## src/sv/glyph_quad_vertex_builder_unit_assert.svh

```systemverilog
// Assertion macros used by the vertex emitter RTL.
// Each macro expands to one labelled concurrent assertion on the given clock and reset.
`ifndef GLYPH_QUAD_VERTEX_BUILDER_UNIT_ASSERT_SVH
`define GLYPH_QUAD_VERTEX_BUILDER_UNIT_ASSERT_SVH

// The consequent must hold in the same cycle as the antecedent.
`define GQVB_ASSERT_SAME(lbl, clk_s, rst_s, ante, cons, msg) \
  lbl: assert property (@(posedge clk_s) disable iff (!rst_s) (ante) |-> (cons)) \
    else $error(msg);

// The consequent must hold in the cycle after the antecedent.
`define GQVB_ASSERT_NEXT(lbl, clk_s, rst_s, ante, cons, msg) \
  lbl: assert property (@(posedge clk_s) disable iff (!rst_s) (ante) |=> (cons)) \
    else $error(msg);

`endif

```

## src/sv/gqvb_pkg.sv

```systemverilog
// Types, constants and helper functions for the glyph quad vertex builder.
// No dependencies; the glyph memory, the emitter, the top level and the testbench import this package.
package gqvb_pkg;

  localparam int TEX_W   = 17;
  localparam int WIDTH_W = 24;
  localparam int POS_W   = 32;
  localparam int CFG_IDX_W = 1;

  // Input actions.
  localparam logic [1:0] ACT_LOAD = 2'd0;
  localparam logic [1:0] ACT_PEN  = 2'd1;
  localparam logic [1:0] ACT_DRAW = 2'd2;

  // Configuration register indexes.
  localparam logic [CFG_IDX_W-1:0] CFG_VERTICAL = 1'b0;
  localparam logic [CFG_IDX_W-1:0] CFG_SCALE    = 1'b1;

  localparam logic [7:0]         FIRST_CODE  = 8'd32;
  localparam logic [TEX_W-1:0]   TEX_V_STEP  = 17'd6554;
  localparam logic [TEX_W-1:0]   TEX_MAX     = 17'h1FFFF;
  localparam logic [WIDTH_W-1:0] WIDTH_MAX   = 24'hFFFFFF;
  localparam logic [WIDTH_W-1:0] SCALE_RESET = 24'h010000;
  localparam logic [2:0]         LAST_CORNER = 3'd5;

  // Vertex numbers in emission order: TL, BR, BL, TL, TR, BR.
  localparam logic [2:0] C_TL0 = 3'd0;
  localparam logic [2:0] C_BR0 = 3'd1;
  localparam logic [2:0] C_BL  = 3'd2;
  localparam logic [2:0] C_TL1 = 3'd3;
  localparam logic [2:0] C_TR  = 3'd4;
  localparam logic [2:0] C_BR1 = 3'd5;

  // Work held in the read stage.
  typedef enum logic [1:0] {
    OP_PEN   = 2'd0,
    OP_SPACE = 2'd1,
    OP_DRAW  = 2'd2
  } op_t;

  typedef struct packed {
    logic [TEX_W-1:0] left;
    logic [TEX_W-1:0] right;
    logic [TEX_W-1:0] top;
  } tex_entry_t;

  // Everything the emitter needs for the six vertices of one glyph.
  typedef struct packed {
    logic signed [POS_W-1:0] xl;
    logic signed [POS_W-1:0] xr;
    logic signed [POS_W-1:0] yt;
    logic signed [POS_W-1:0] yb;
    logic [TEX_W-1:0]        left;
    logic [TEX_W-1:0]        right;
    logic [TEX_W-1:0]        top;
    logic [TEX_W-1:0]        bottom;
  } quad_t;

  // Pen plus or minus an unsigned width, saturated to the signed 32-bit range.
  function automatic logic signed [POS_W-1:0] sat_step(input logic signed [POS_W-1:0] p,
                                                       input logic [WIDTH_W-1:0] w,
                                                       input logic sub);
    logic signed [POS_W+1:0] ps;
    logic signed [POS_W+1:0] ws;
    logic signed [POS_W+1:0] r;
    ps = $signed({{2{p[POS_W-1]}}, p});
    ws = $signed({{(POS_W+2-WIDTH_W){1'b0}}, w});
    r  = sub ? (ps - ws) : (ps + ws);
    if (r > 34'sd2147483647) begin
      return 32'sh7FFFFFFF;
    end else if (r < -34'sd2147483648) begin
      return 32'sh80000000;
    end
    return r[POS_W-1:0];
  endfunction

  // Texture v at the bottom edge, saturated.
  function automatic logic [TEX_W-1:0] tex_bottom(input logic [TEX_W-1:0] top);
    logic [TEX_W:0] s;
    s = {1'b0, top} + {1'b0, TEX_V_STEP};
    return s[TEX_W] ? TEX_MAX : s[TEX_W-1:0];
  endfunction

endpackage

```

## src/sv/gqvb_out_if.sv

```systemverilog
// Result channel of the glyph quad vertex builder: valid/ready plus one vertex.
// Depends on nothing; widths follow the vertex fields.
interface gqvb_out_if;
  logic               valid;
  logic               ready;
  logic signed [31:0] pos_x;
  logic signed [31:0] pos_y;
  logic [16:0]        tex_u;
  logic [16:0]        tex_v;
  logic [2:0]         corner;
  logic               last;

  modport source (output valid, pos_x, pos_y, tex_u, tex_v, corner, last, input ready);
  modport sink   (input valid, pos_x, pos_y, tex_u, tex_v, corner, last, output ready);
endinterface

```

## src/sv/gqvb_vertex_emit.sv

```systemverilog
// Vertex emitter: holds one glyph quad and sends its six vertices in order.
// Uses gqvb_pkg, gqvb_out_if and the assertion macro header.
module gqvb_vertex_emit (
  input  logic            clk,
  input  logic            rst_n,
  input  logic            ld_valid,
  output logic            ld_ready,
  input  gqvb_pkg::quad_t ld_quad,
  gqvb_out_if.source      out_vtx
);
  import gqvb_pkg::*;
  `include "glyph_quad_vertex_builder_unit_assert.svh"

  logic       valid_r, valid_nxt;
  logic [2:0] corner_r, corner_nxt;
  quad_t      quad_r, quad_nxt;
  logic       fire;
  logic       done;
  logic       sel_right;
  logic       sel_bottom;

  assign fire     = valid_r && out_vtx.ready;
  assign done     = fire && (corner_r == LAST_CORNER);
  assign ld_ready = !valid_r || done;

  // Corner sequencing; a new quad may follow the last vertex directly.
  always_comb begin
    valid_nxt  = valid_r;
    corner_nxt = corner_r;
    quad_nxt   = quad_r;
    if (ld_valid && ld_ready) begin
      valid_nxt  = 1'b1;
      corner_nxt = C_TL0;
      quad_nxt   = ld_quad;
    end else if (done) begin
      valid_nxt = 1'b0;
    end else if (fire) begin
      corner_nxt = corner_r + 3'd1;
    end
  end

  always_ff @(posedge clk) begin
    if (!rst_n) begin
      valid_r  <= 1'b0;
      corner_r <= C_TL0;
    end else begin
      valid_r  <= valid_nxt;
      corner_r <= corner_nxt;
    end
  end

  always_ff @(posedge clk) begin
    quad_r <= quad_nxt;
  end

  // Which edges of the quad the current vertex sits on.
  always_comb begin
    case (corner_r)
      C_TL0:   begin sel_right = 1'b0; sel_bottom = 1'b0; end
      C_BR0:   begin sel_right = 1'b1; sel_bottom = 1'b1; end
      C_BL:    begin sel_right = 1'b0; sel_bottom = 1'b1; end
      C_TL1:   begin sel_right = 1'b0; sel_bottom = 1'b0; end
      C_TR:    begin sel_right = 1'b1; sel_bottom = 1'b0; end
      C_BR1:   begin sel_right = 1'b1; sel_bottom = 1'b1; end
      default: begin sel_right = 1'b0; sel_bottom = 1'b0; end
    endcase
  end

  assign out_vtx.valid  = valid_r;
  assign out_vtx.pos_x  = sel_right  ? quad_r.xr     : quad_r.xl;
  assign out_vtx.pos_y  = sel_bottom ? quad_r.yb     : quad_r.yt;
  assign out_vtx.tex_u  = sel_right  ? quad_r.right  : quad_r.left;
  assign out_vtx.tex_v  = sel_bottom ? quad_r.bottom : quad_r.top;
  assign out_vtx.corner = corner_r;
  assign out_vtx.last   = (corner_r == LAST_CORNER);

  `GQVB_ASSERT_NEXT(a_corner_step, clk, rst_n, fire && (corner_r != LAST_CORNER), valid_r && (corner_r == $past(corner_r) + 3'd1), "corner did not step after a transfer")
  `GQVB_ASSERT_NEXT(a_load_starts, clk, rst_n, ld_valid && ld_ready, valid_r && (corner_r == C_TL0), "new quad did not start at the first vertex")
  `GQVB_ASSERT_NEXT(a_stall_holds, clk, rst_n, valid_r && !out_vtx.ready, valid_r && $stable(corner_r) && $stable(quad_r), "quad or corner changed while stalled")
  `GQVB_ASSERT_SAME(a_corner_range, clk, rst_n, valid_r, corner_r <= LAST_CORNER, "corner beyond the last vertex")

endmodule

```

## src/flat_wrapper.sv

```systemverilog
// flat-port wrapper written by rule: the top's interface ports become plain ports
module gqvb_vertex_emit_flat import gqvb_pkg::*;
  (clk, rst_n, ld_valid, ld_ready, ld_quad, out_vtx_valid, out_vtx_pos_x, out_vtx_pos_y, out_vtx_tex_u, out_vtx_tex_v, out_vtx_corner, out_vtx_last, out_vtx_ready);
  gqvb_out_if out_vtx_i ();
  input  logic clk;
  input  logic rst_n;
  input  logic ld_valid;
  output logic ld_ready;
  input  gqvb_pkg::quad_t ld_quad;
  output wire logic [$bits(out_vtx_i.valid)-1:0] out_vtx_valid;
  output wire logic [$bits(out_vtx_i.pos_x)-1:0] out_vtx_pos_x;
  output wire logic [$bits(out_vtx_i.pos_y)-1:0] out_vtx_pos_y;
  output wire logic [$bits(out_vtx_i.tex_u)-1:0] out_vtx_tex_u;
  output wire logic [$bits(out_vtx_i.tex_v)-1:0] out_vtx_tex_v;
  output wire logic [$bits(out_vtx_i.corner)-1:0] out_vtx_corner;
  output wire logic [$bits(out_vtx_i.last)-1:0] out_vtx_last;
  input wire logic [$bits(out_vtx_i.ready)-1:0] out_vtx_ready;
  assign out_vtx_valid = out_vtx_i.valid;
  assign out_vtx_pos_x = out_vtx_i.pos_x;
  assign out_vtx_pos_y = out_vtx_i.pos_y;
  assign out_vtx_tex_u = out_vtx_i.tex_u;
  assign out_vtx_tex_v = out_vtx_i.tex_v;
  assign out_vtx_corner = out_vtx_i.corner;
  assign out_vtx_last = out_vtx_i.last;
  assign out_vtx_i.ready = out_vtx_ready;
  gqvb_vertex_emit u_core (.clk(clk), .rst_n(rst_n), .ld_valid(ld_valid), .ld_ready(ld_ready), .ld_quad(ld_quad), .out_vtx(out_vtx_i));
endmodule
```

## config.mk

```make
export PLATFORM = sky130hd
export DESIGN_NAME = gqvb_vertex_emit_flat
export DESIGN_NICKNAME = d
export VERILOG_FILES = /design/src/sv/gqvb_pkg.sv /design/src/sv/gqvb_out_if.sv /design/src/sv/gqvb_vertex_emit.sv /design/src/flat_wrapper.sv
export VERILOG_INCLUDE_DIRS = /design/src /design/src/sv
export SDC_FILE = /design/constraint.sdc
export NUM_CORES = 1
export LEC_CHECK = 0
export ABC_AREA = 1
export BUFFER_PORTS_ARGS = -buffer_cell sky130_fd_sc_hd__buf_2
export CAP_MARGIN = 20
export CORE_ASPECT_RATIO = 1.75
export CORE_UTILIZATION = 45
export CTS_BUF_LIST = sky130_fd_sc_hd__clkbuf_4
export DETAILED_ROUTE_END_ITERATION = 10
export PLACE_DENSITY_LB_ADDON = 0.3
export SYNTH_ARGS = -nofsm -noshare
export SYNTH_HDL_FRONTEND = slang
export SYNTH_SLANG_ARGS = --single-unit
```

## constraint.sdc

```tcl
create_clock -name clk -period 4.75 [get_ports clk]
set_input_delay 0.2375 -clock clk [delete_from_list [all_inputs] [get_ports clk]]
set_output_delay 0.2375 -clock clk [all_outputs]
set_load 0.01 [all_outputs]
```

==> results by group, run 1 <==
Run status
  • Outcome: finished clean

Logic synthesis
  • Top post-synthesis cells by area: edfxtp_1, nand2_1, nand3_1
  • Seq/Total Area, Yosys: 0.790
  • Syn_nets: 770
  • Synth warnings: 0
  • Post-synth top area cell: edfxtp_1
  • #FFs+latches synth: 200
  • Post-synthesis cell type count: 16
  • Syn avg cell area: 13.3 um2
  • Mapped cell area: 7550 um2
  • Post-synthesis cell count: 566
  • Post-synth top area share: 0.780

Timing
  • RSZ-0062 raised after global routing: no
  • Setup Viol. Count Final: 0
  • Worst Slack Setup Final: 1.40 ns
  • Worst clock skew: 0.0220 ns
  • Slew @ Worst Pin: 1.12 ns
  • Post-route minimum period: 3.35 ns
  • Final Hold Fails: 0
  • Max Clk Rate: 298 MHz
  • Final Cycle Share: 0.706
  • Setup TNS: 0 ns
  • Relative slew slack: 0.252
  • Max Slew Vio Count: 0

Clocking
  • Number of clock sinks: 200
  • CTS root buf: clkbuf_4
  • Clock Latency Late Sink: 0.56 ns
  • CTS tree: built
  • Post_cts resized: 0
  • Reg clk slew, reported paths: 0.17 ns
  • H-tree lvl count: 4
  • Bufs on Longest Clock Path: 2
  • CTS Buf Count: 17

Worst setup path
  • RR Startpoint: u_core.out_vtx.corner[1]
  • CP max FO: 50
  • Startpoint Class: flip-flop
  • Crit Path Class: flip-flop to output port
  • R2r worst-path depth: 7
  • Worst path cell trace: inv_1, ha_1, nand2_2, buf_4, nand2_2, nand2_1, nand2_1, buf_2
  • FF-to-FF End: u_core.quad_r[77]
  • Reg2Reg Setup Slack: 2.13 ns
  • WP data arrival: 3.12 ns
  • Crit end category: output port
  • WP data required: 4.51 ns
  • Slowest cell on crit path: nand2_2
  • Critical Path Max Stage Delay: 0.72 ns

Die
  • Die height: 173 um
  • Starting Density: 0.459
  • Core ar.: 16400 um2
  • Number of placement rows: 62
  • DIE WIDTH: 99.9 um
  • Die footprint: 17300 um2
  • IO Pins: 304

Hold path
  • Worst Hold End: u_core.out_vtx.corner[1]
  • Hold Path Depth: 4
  • Hold path start: ld_valid
  • Hold Crit Class: input pin to flip-flop

Power
  • NetSw: 885 uW
  • Clock share of power: 0.240
  • VDD IR max: 0.000241 V
  • Sequential share of power: 0.612
  • Net Sw Frac: 0.258
  • Power Density: 298 nW/um2
  • Int Power: 2.54 mW
  • Pleak: 5.01 nW
  • Combinational power share: 0.148

Global route
  • Vias in the first global route: 6746
  • First-pass GRT wire length: 33.3 mm
  • Met3 Use GR: 0.0585
  • GR Util met2: 0.477
  • Global-route total usage across every layer: 0.257
  • Initial antenna violation count: 1
  • Total gr overflow: 0
  • GRT Max-Usage Layer: met2
  • M1 GR Usage: 0.256
  • Largest net degree at the start of global routing: 107

Placed design
  • Port bufs: 303
  • Final HPWL DP: 12.0 mm
  • Pre-CTS setup slack: 2.06 ns
  • RePlAce Congestion: 0.791

Drt
  • DRT Pass-1 Iters: 6
  • Antenna viol nets, final: 0
  • Initial DRC Count: 342
  • Drt total wl: 22.2 mm
  • Vias: 6369
  • # DRC: 0
  • WL/cell: 17.0 um
  • Vias per cell: 4.89

Finish
  • Net count, final: 1267
  • Area growth syn-to-layout: 52.4%
  • Layout cell share with drive strength beyond 1: 0.322

Run
  • Max cap viols: 0
==> cell usage after synthesis, drive strengths merged <==
master  number
nand3      100
nand2      215
inv         10
edfxtp     196
a21boi       1
dfxtp        4
buf         23
nor2         4
nand4        2
clkbuf       7
ha           4
==> power by group through the flow <==
stage,clock [mW],combinational [mW],sequential [mW]
after floorplan,0,0.170,2.14
after global placement,0,0.355,2.13
after detailed placement,0,0.361,2.14
after CTS,0.840,0.494,2.09
after global routing,0.904,0.545,2.11
final,0.825,0.506,2.10
==> per-stage QoR <==
| step | instances | hold WS [ns] | power [mW] | cell area (um2) | utilization |
|---|---|---|---|---|---|
| after global placement | 1069 | 0.414 | 2.49 | 9270 | 0.563 |
| after global routing | 1301 | 0.0424 | 3.56 | 11500 | 0.700 |
| final | 1302 | 0.0722 | 3.43 | 11500 | 0.700 |
| after floorplan | 566 | 0.336 | 2.31 | 7550 | - |
| after CTS | 1300 | 0.0308 | 3.43 | 11500 | 0.699 |
| after detailed placement | 1069 | 0.416 | 2.50 | 9270 | 0.563 |
==> routing by layer <==
metal,vias up,part of all wire
met5,-,0
met4,0,0.050
met3,87,0.060
met2,311,0.55
met1,2994,0.34
li1,2977,-
==> layout make-up <==
| type | instances | area [um2] |
|---|---|---|
| Inverter | 10 | 42.5 |
| Sequential cell | 200 | 5970 |
| Tap cell | 224 | 280 |
| Timing Repair Buffer | 508 | 3570 |
| Multi-Input combinational cell | 326 | 1400 |
| Clock buffer | 17 | 128 |
| Antenna cell | 2 | 5.00 |
| Fill cell | 1145 | 4940 |
| Clock inverter | 15 | 118 |
==> logic make-up after synthesis <==
kind of cell / after synthesis / share of synthesized area
buffers and inverters: 40 / 0.0250
DFF: 200 / 0.790
adders and majority gates: 4 / 0.00663
AOI/OAI and AO/OA: 1 / 0.000995
and+or+nand+nor: 321 / 0.177
==> cells in the final DEF, fill, tap and decap left out <==
cell type,synthesis,layout
edfxtp_1,196,196
nor2_1,4,4
nand4_1,2,2
ha_1,4,4
inv_1,8,7
diode_2,0,2
clkinvlp_4,0,4
clkinv_2,0,3
clkinv_1,0,1
nand2_2,1,4
buf_4,3,5
inv_2,2,1
nand2_1,214,211
clkbuf_4,0,17
dfxtp_1,4,4
dlygate4sd3_1,0,199
buf_12,0,1
clkinv_4,0,3
buf_2,16,303
nand3_1,100,100
inv_8,0,1
inv_6,0,5
a21boi_0,1,1
==> worst max-delay path by stage <==
stage                             startpoint                 to  slack [ns]
floorplan           u_core.out_vtx.corner[1]   u_core.quad_r[0]        0.39
global placement    u_core.out_vtx.corner[0]   out_vtx_pos_y[3]        2.09
detailed placement  u_core.out_vtx.corner[0]  out_vtx_pos_y[20]        2.06
CTS                 u_core.out_vtx.corner[0]  out_vtx_pos_y[20]        1.38
global route        u_core.out_vtx.corner[0]  out_vtx_pos_y[21]        1.04
finish              u_core.out_vtx.corner[0]  out_vtx_pos_y[21]        1.40
==> critical path: cells and delay by family, from the launching register on <==
family,cells,cell delay (ns)
adders and majority gates,1,0.21
buffers and inverters,3,0.70
DFF,1,0.44
and+or+nand+nor,4,1.17
==> sequential cells by signal (all words and copies together), names as in the netlist <==
name                   flops
u_core.out_vtx.valid       1
u_core.out_vtx.corner      3
u_core.quad_r            196
==> repair_timing <==
action,CTS,global route
hold endpoints to repair,200,0
setup buffers,0,0
hold buffers,199,0
Note: power is estimated with default switching activity, not from simulation.
==> inputs of run 2 (changes only) <==
- clock period: 4.75 -> 2.7 ns (I/O delays scaled with it)
==> run 2 against run 1 <==
Non-clock buffer count rose by 5. Clock skew rose by 0.0017 ns. Die area did not move. Clock-buffer cell count rose by 1. Cell count rose by 0.38%. Critical endpoint is now out_vtx_pos_x[11]. Largest cell class unchanged.
==> results by group, run 2 (synthesis results as in run 1) <==
Run status
  • Outcome: finished clean

Worst setup path
  • Crit end category: output port
  • Crit Path Class: flip-flop to output port
  • Slowest cell on crit path: dfxtp_1
  • CP max FO: 26
  • Startpoint Class: flip-flop
  • WP data arrival: 2.37 ns
  • Critical Path Max Stage Delay: 0.47 ns
  • Top cell by count, worst path: nand2_1
  • WP data required: 2.57 ns
  • Worst path cell trace: ha_4, clkinv_2, nand2_4, buf_4, nand2_1, nand2_1, buf_2

Global route
  • First-pass GRT wire length: 33.1 mm
  • Vias in the first global route: 6733
  • Total gr overflow: 0
  • Global-route total usage across every layer: 0.255
  • Largest net degree at the start of global routing: 99
  • Initial antenna violation count: 2

Drt
  • Drt total wl: 21.8 mm
  • Vias: 6357
  • # DRC: 0
  • Vias per cell: 4.86
  • WL/cell: 16.7 um
  • Antenna viol nets, final: 0
  • Initial DRC Count: 363
  • DRT Pass-1 Iters: 5

Clocking
  • H-tree lvl count: 4
  • Number of clock sinks: 200
  • Clock Latency Late Sink: 0.56 ns
  • CTS Buf Count: 17
  • CTS root buf: clkbuf_4
  • Reg clk slew, reported paths: 0.17 ns
  • Bufs on Longest Clock Path: 2
  • CTS tree: built

Placed design
  • Placed Instances: 1072
  • Final HPWL DP: 12.1 mm
  • RePlAce Congestion: 0.823
  • Port bufs: 303

Finish
  • Final Non-Filler Cells: 1307
  • Most frequent cells in the layout: buf_2, nand2_1, dlygate4sd3_1
  • Area growth syn-to-layout: 54.2%
  • Commonest non-fill, non-tap cell in the layout: buf_2
  • Net count, final: 1272
  • Layout cell share with drive strength beyond 1: 0.328
  • Max FFs per register: 196
  • Biggest register: u_core.quad_r

Timing
  • Worst clock skew: 0.0237 ns
  • Setup Viol. Count Final: 0
  • Max Clk Rate: 399 MHz
  • Final Hold Fails: 0
  • Post-route minimum period: 2.50 ns
  • RSZ-0062 raised after global routing: no
  • Slew @ Worst Pin: 0.490 ns
  • Setup TNS: 0 ns
  • Final Cycle Share: 0.927
  • Relative slew slack: 0.673
  • Max Slew Vio Count: 0

Power
  • VDD IR max: 0.000560 V
  • Pleak: 5.08 nW
  • Power Density: 524 nW/um2
  • PnR Total Power: 6.10 mW

Die
  • Core ar.: 16400 um2
  • IO Pins: 304
  • Die footprint: 17300 um2
  • Die height: 173 um
  • DIE WIDTH: 99.9 um
  • Number of placement rows: 62
  • Starting Density: 0.459

Hold path
  • Hold Crit Class: input pin to flip-flop

Run
  • Max cap viols: 0
run 2: cell count changes in the layout (fill, tap and decap cells not counted), sizes merged:
cell	delta
clkbuf	+1
clkinv	-2
inv	+4
clkinvlp	-3
buf	+3
dlygate4sd3	+2
run 2: metrics by stage:
| step | cell area (um2) | util | hold WS (ns) | setup WS (ns) |
|---|---|---|---|---|
| final | 11600 | 0.708 | 0.269 | 0.196 |
| after global routing | 11600 | 0.708 | 0.211 | 0.0193 |
| after CTS | 11600 | 0.707 | 0.208 | 0.0534 |
| after detailed placement | 9340 | 0.568 | 0.313 | 0.645 |
| after global placement | 9340 | 0.568 | 0.311 | 0.665 |
| after floorplan | 7580 | - | 0.234 | -1.43 |
run 2: layout make-up:
cell class / instances / area (um2)
antenna: 2 / 5.00
clock inverter: 14 / 133
clock buffer: 18 / 135
fill: 1125 / 4800
inverter: 10 / 42.5
multi-input combinational: 326 / 1440
timing repair buffer: 513 / 3640
tap: 224 / 280
sequential: 200 / 5970
run 2: path summary, 6_finish.rpt:
path	startpoint	cells after the start	slack (ns)	end
hold / removal	ld_quad[70]	2	0.27	u_core.quad_r[70]
hold reg to reg	u_core.out_vtx.corner[1]	4	0.59	u_core.out_vtx.corner[1]
setup / recovery	u_core.out_vtx.corner[0]	7	0.20	out_vtx_pos_x[11]
setup reg to reg	u_core.out_vtx.corner[0]	6	0.70	u_core.quad_r[117]
run 2: repair_timing:
action                     in CTS  in global routing
setup endpoints to repair       4                 63
hold endpoints to repair      200                  0
resized for setup               2                  3
buffers inserted                0                  0
hold buffers                  201                  0
run 2: per-layer routing:
metal / wire [um] / track usage / share of wire
met5: 0 / 0 / 0
met4: 1050 / 0.145 / 0.048
met3: 1580 / 0.0560 / 0.072
met2: 11800 / 0.467 / 0.54
met1: 7370 / 0.261 / 0.34
run 2: report_power, final:
| group | switching, mW | internal, mW |
|---|---|---|
| sequential | 0.0564 | 3.63 |
| combinational | 0.433 | 0.464 |
| clock | 1.09 | 0.427 |
| total | 1.58 | 4.53 |
run 2: critical path: cells and delay by family, from the launching register on:
kind	cells	cell delay, ns
buf+inv	3	0.62
flops	1	0.47
fa+ha+maj	1	0.19
simple gates	3	0.52
==> inputs of run 3 (changes only) <==
- CORE_MARGIN: default -> 5
- CORE_UTILIZATION: 45 -> 50
- clock period: 2.7 -> 2.8 ns (I/O delays scaled with it)
==> run 3 against run 2 <==
Clock-buffer cell count rose by 1. Sequential cell count did not move. Clock power fell by 3%. Combinational power fell by 1%. Routed wire length rose by 10%. First-iteration DRC count fell by 24%. Core utilization rose by 7.4 points. Clock skew rose by 0.0096 ns. Global-route usage rose by 1.6 points. Register-to-register slack improved by 0.25 ns. Power fell by 3.1%. Hold slack improved by 0.019 ns. Largest cell class unchanged.
==> results by group, run 3 (synthesis results as in run 1) <==
Run status
  • Outcome: finished clean

Drt
  • Antenna viol nets, final: 0
  • # DRC: 0
  • WL/cell: 18.9 um
  • Vias: 6494
  • DRT Pass-1 Iters: 4
  • Drt total wl: 24.1 mm
  • Initial DRC Count: 275
  • Vias per cell: 5.10

Hold path
  • Hold Crit Class: input pin to flip-flop
  • Hold path start: ld_quad[134]

Clocking
  • Number of clock sinks: 200
  • CTS Buf Count: 17
  • Reg clk slew, reported paths: 0.18 ns
  • CTS tree: built
  • Clock Latency Late Sink: 0.55 ns
  • Bufs on Longest Clock Path: 2
  • H-tree lvl count: 4
  • CTS root buf: clkbuf_4

Die
  • Die footprint: 17800 um2
  • Number of placement rows: 59
  • DIE WIDTH: 103 um
  • Starting Density: 0.509
  • Core ar.: 14800 um2
  • IO Pins: 304
  • Die height: 173 um

Timing
  • Post-route minimum period: 2.58 ns
  • Max Slew Vio Count: 0
  • RSZ-0062 raised after global routing: no
  • Worst clock skew: 0.0333 ns
  • WHS: 0.287 ns
  • Final Hold Fails: 0
  • Slew @ Worst Pin: 0.660 ns
  • Max Clk Rate: 388 MHz
  • Final Cycle Share: 0.921
  • Setup Viol. Count Final: 0
  • Relative slew slack: 0.560

Worst setup path
  • WP data arrival: 2.44 ns
  • CP max FO: 19
  • Crit end category: output port
  • Worst path cell trace: inv_1, ha_1, nand2_2, buf_4, nand3_1, nand2_1, buf_2
  • Reg2Reg Setup Slack: 0.95 ns
  • Slowest cell on crit path: dfxtp_1
  • Startpoint Class: flip-flop
  • Critical Path Max Stage Delay: 0.48 ns
  • WP data required: 2.66 ns
  • Worst Path Buf+Inv: 3
  • CP startpoint: u_core.out_vtx.corner[0]
  • Delay-heaviest family, CP: buffers and inverters
  • Crit Path Class: flip-flop to output port
  • RR Startpoint: u_core.out_vtx.corner[0]

Power
  • Power Density: 509 nW/um2
  • VDD IR max: 0.000391 V
  • Pleak: 5.09 nW

Finish
  • Most frequent cells in the layout: buf_2, nand2_1, dlygate4sd3_1
  • Sequential Area: 5970 um2
  • Area growth syn-to-layout: 53.7%
  • Layout cell share with drive strength beyond 1: 0.333
  • Commonest non-fill, non-tap cell in the layout: buf_2
  • Max FFs per register: 196
  • Biggest register: u_core.quad_r
  • Multi-input gate area: 1430 um2
  • Net count, final: 1276
  • FILL cells: 842
  • Design area: 11600 um2

Global route
  • GR Util met2: 0.493
  • Initial antenna violation count: 5
  • Met3 Use GR: 0.0581
  • Largest net degree at the start of global routing: 79
  • Global-route total usage across every layer: 0.271
  • Vias in the first global route: 7082
  • M1 GR Usage: 0.282
  • Total gr overflow: 0
  • GRT Max-Usage Layer: met2
  • First-pass GRT wire length: 36.2 mm

Placed design
  • Dpl cell area: 9310 um2
  • Port bufs: 303
  • RePlAce Congestion: 0.806
  • Final HPWL DP: 13.8 mm

Run
  • Max cap viols: 0
run 3: cell types whose count changed in the layout (fill, tap and decap cells not counted), moves of 3 or more:
cell     before  now
inv_8         5    2
buf_6         3    0
buf_4         3   11
inv_6         5    8
diode_2       2    6
run 3: stage by stage:
| step | setup slack, ns | power, mW | TNS (ns) | instances | util |
|---|---|---|---|---|---|
| final | 0.222 | 5.91 | 0 | 1274 | 0.782 |
| after global routing | 0.0475 | 6.16 | 0 | 1274 | 0.782 |
| after CTS | 0.190 | 5.91 | 0 | 1268 | 0.781 |
| after detailed placement | 0.852 | 4.25 | 0 | 1035 | 0.627 |
| after global placement | 0.927 | 4.23 | 0 | 1035 | 0.627 |
| after floorplan | -1.33 | 3.92 | -261.11 | 566 | - |
run 3: worst reg2reg max path, delay by kind of cell (launching register included):
kind,cells,cell delay [ns]
buffers and inverters,2,0.53
adder cells (fa/ha/maj),1,0.19
AND/OR/NAND/NOR,3,0.27
flip-flops,1,0.48
run 3: where the power goes:
| group | total (mW) | switching, mW | internal [mW] |
|---|---|---|---|
| clock | 1.47 | 1.04 | 0.422 |
| combinational | 0.884 | 0.434 | 0.449 |
| sequential | 3.56 | 0.0570 | 3.50 |
run 3: path summary, 6_finish.rpt:
path                              end  cells after the start
max                 out_vtx_pos_x[12]                      7
min                u_core.quad_r[134]                      2
max reg2reg        u_core.quad_r[115]                      6
min reg2reg  u_core.out_vtx.corner[1]                      4
run 3: layout make-up:
| cell class | instances | area share |
|---|---|---|
| Tap cell | 183 | 0.0197 |
| Sequential cell | 200 | 0.514 |
| Timing Repair Buffer | 517 | 0.315 |
| Inverter | 10 | 0.00367 |
| Clock inverter | 13 | 0.0112 |
| Antenna cell | 6 | 0.00129 |
| Multi-Input combinational cell | 326 | 0.123 |
| Clock buffer | 19 | 0.0123 |
run 3: layer usage:
metal / share of wire / vias to the layer above
met2: 0.56 / 350
met5: 0 / -
met4: 0.044 / 0
met1: 0.32 / 3070
met3: 0.069 / 74
li1: - / 3000
run 3: timing repair:
action                                 in CTS  in global routing
endpoints found under the hold margin     200                  0
resized for setup                           0                  0
setup buffers                               0                  0
hold buffers                              201                  0
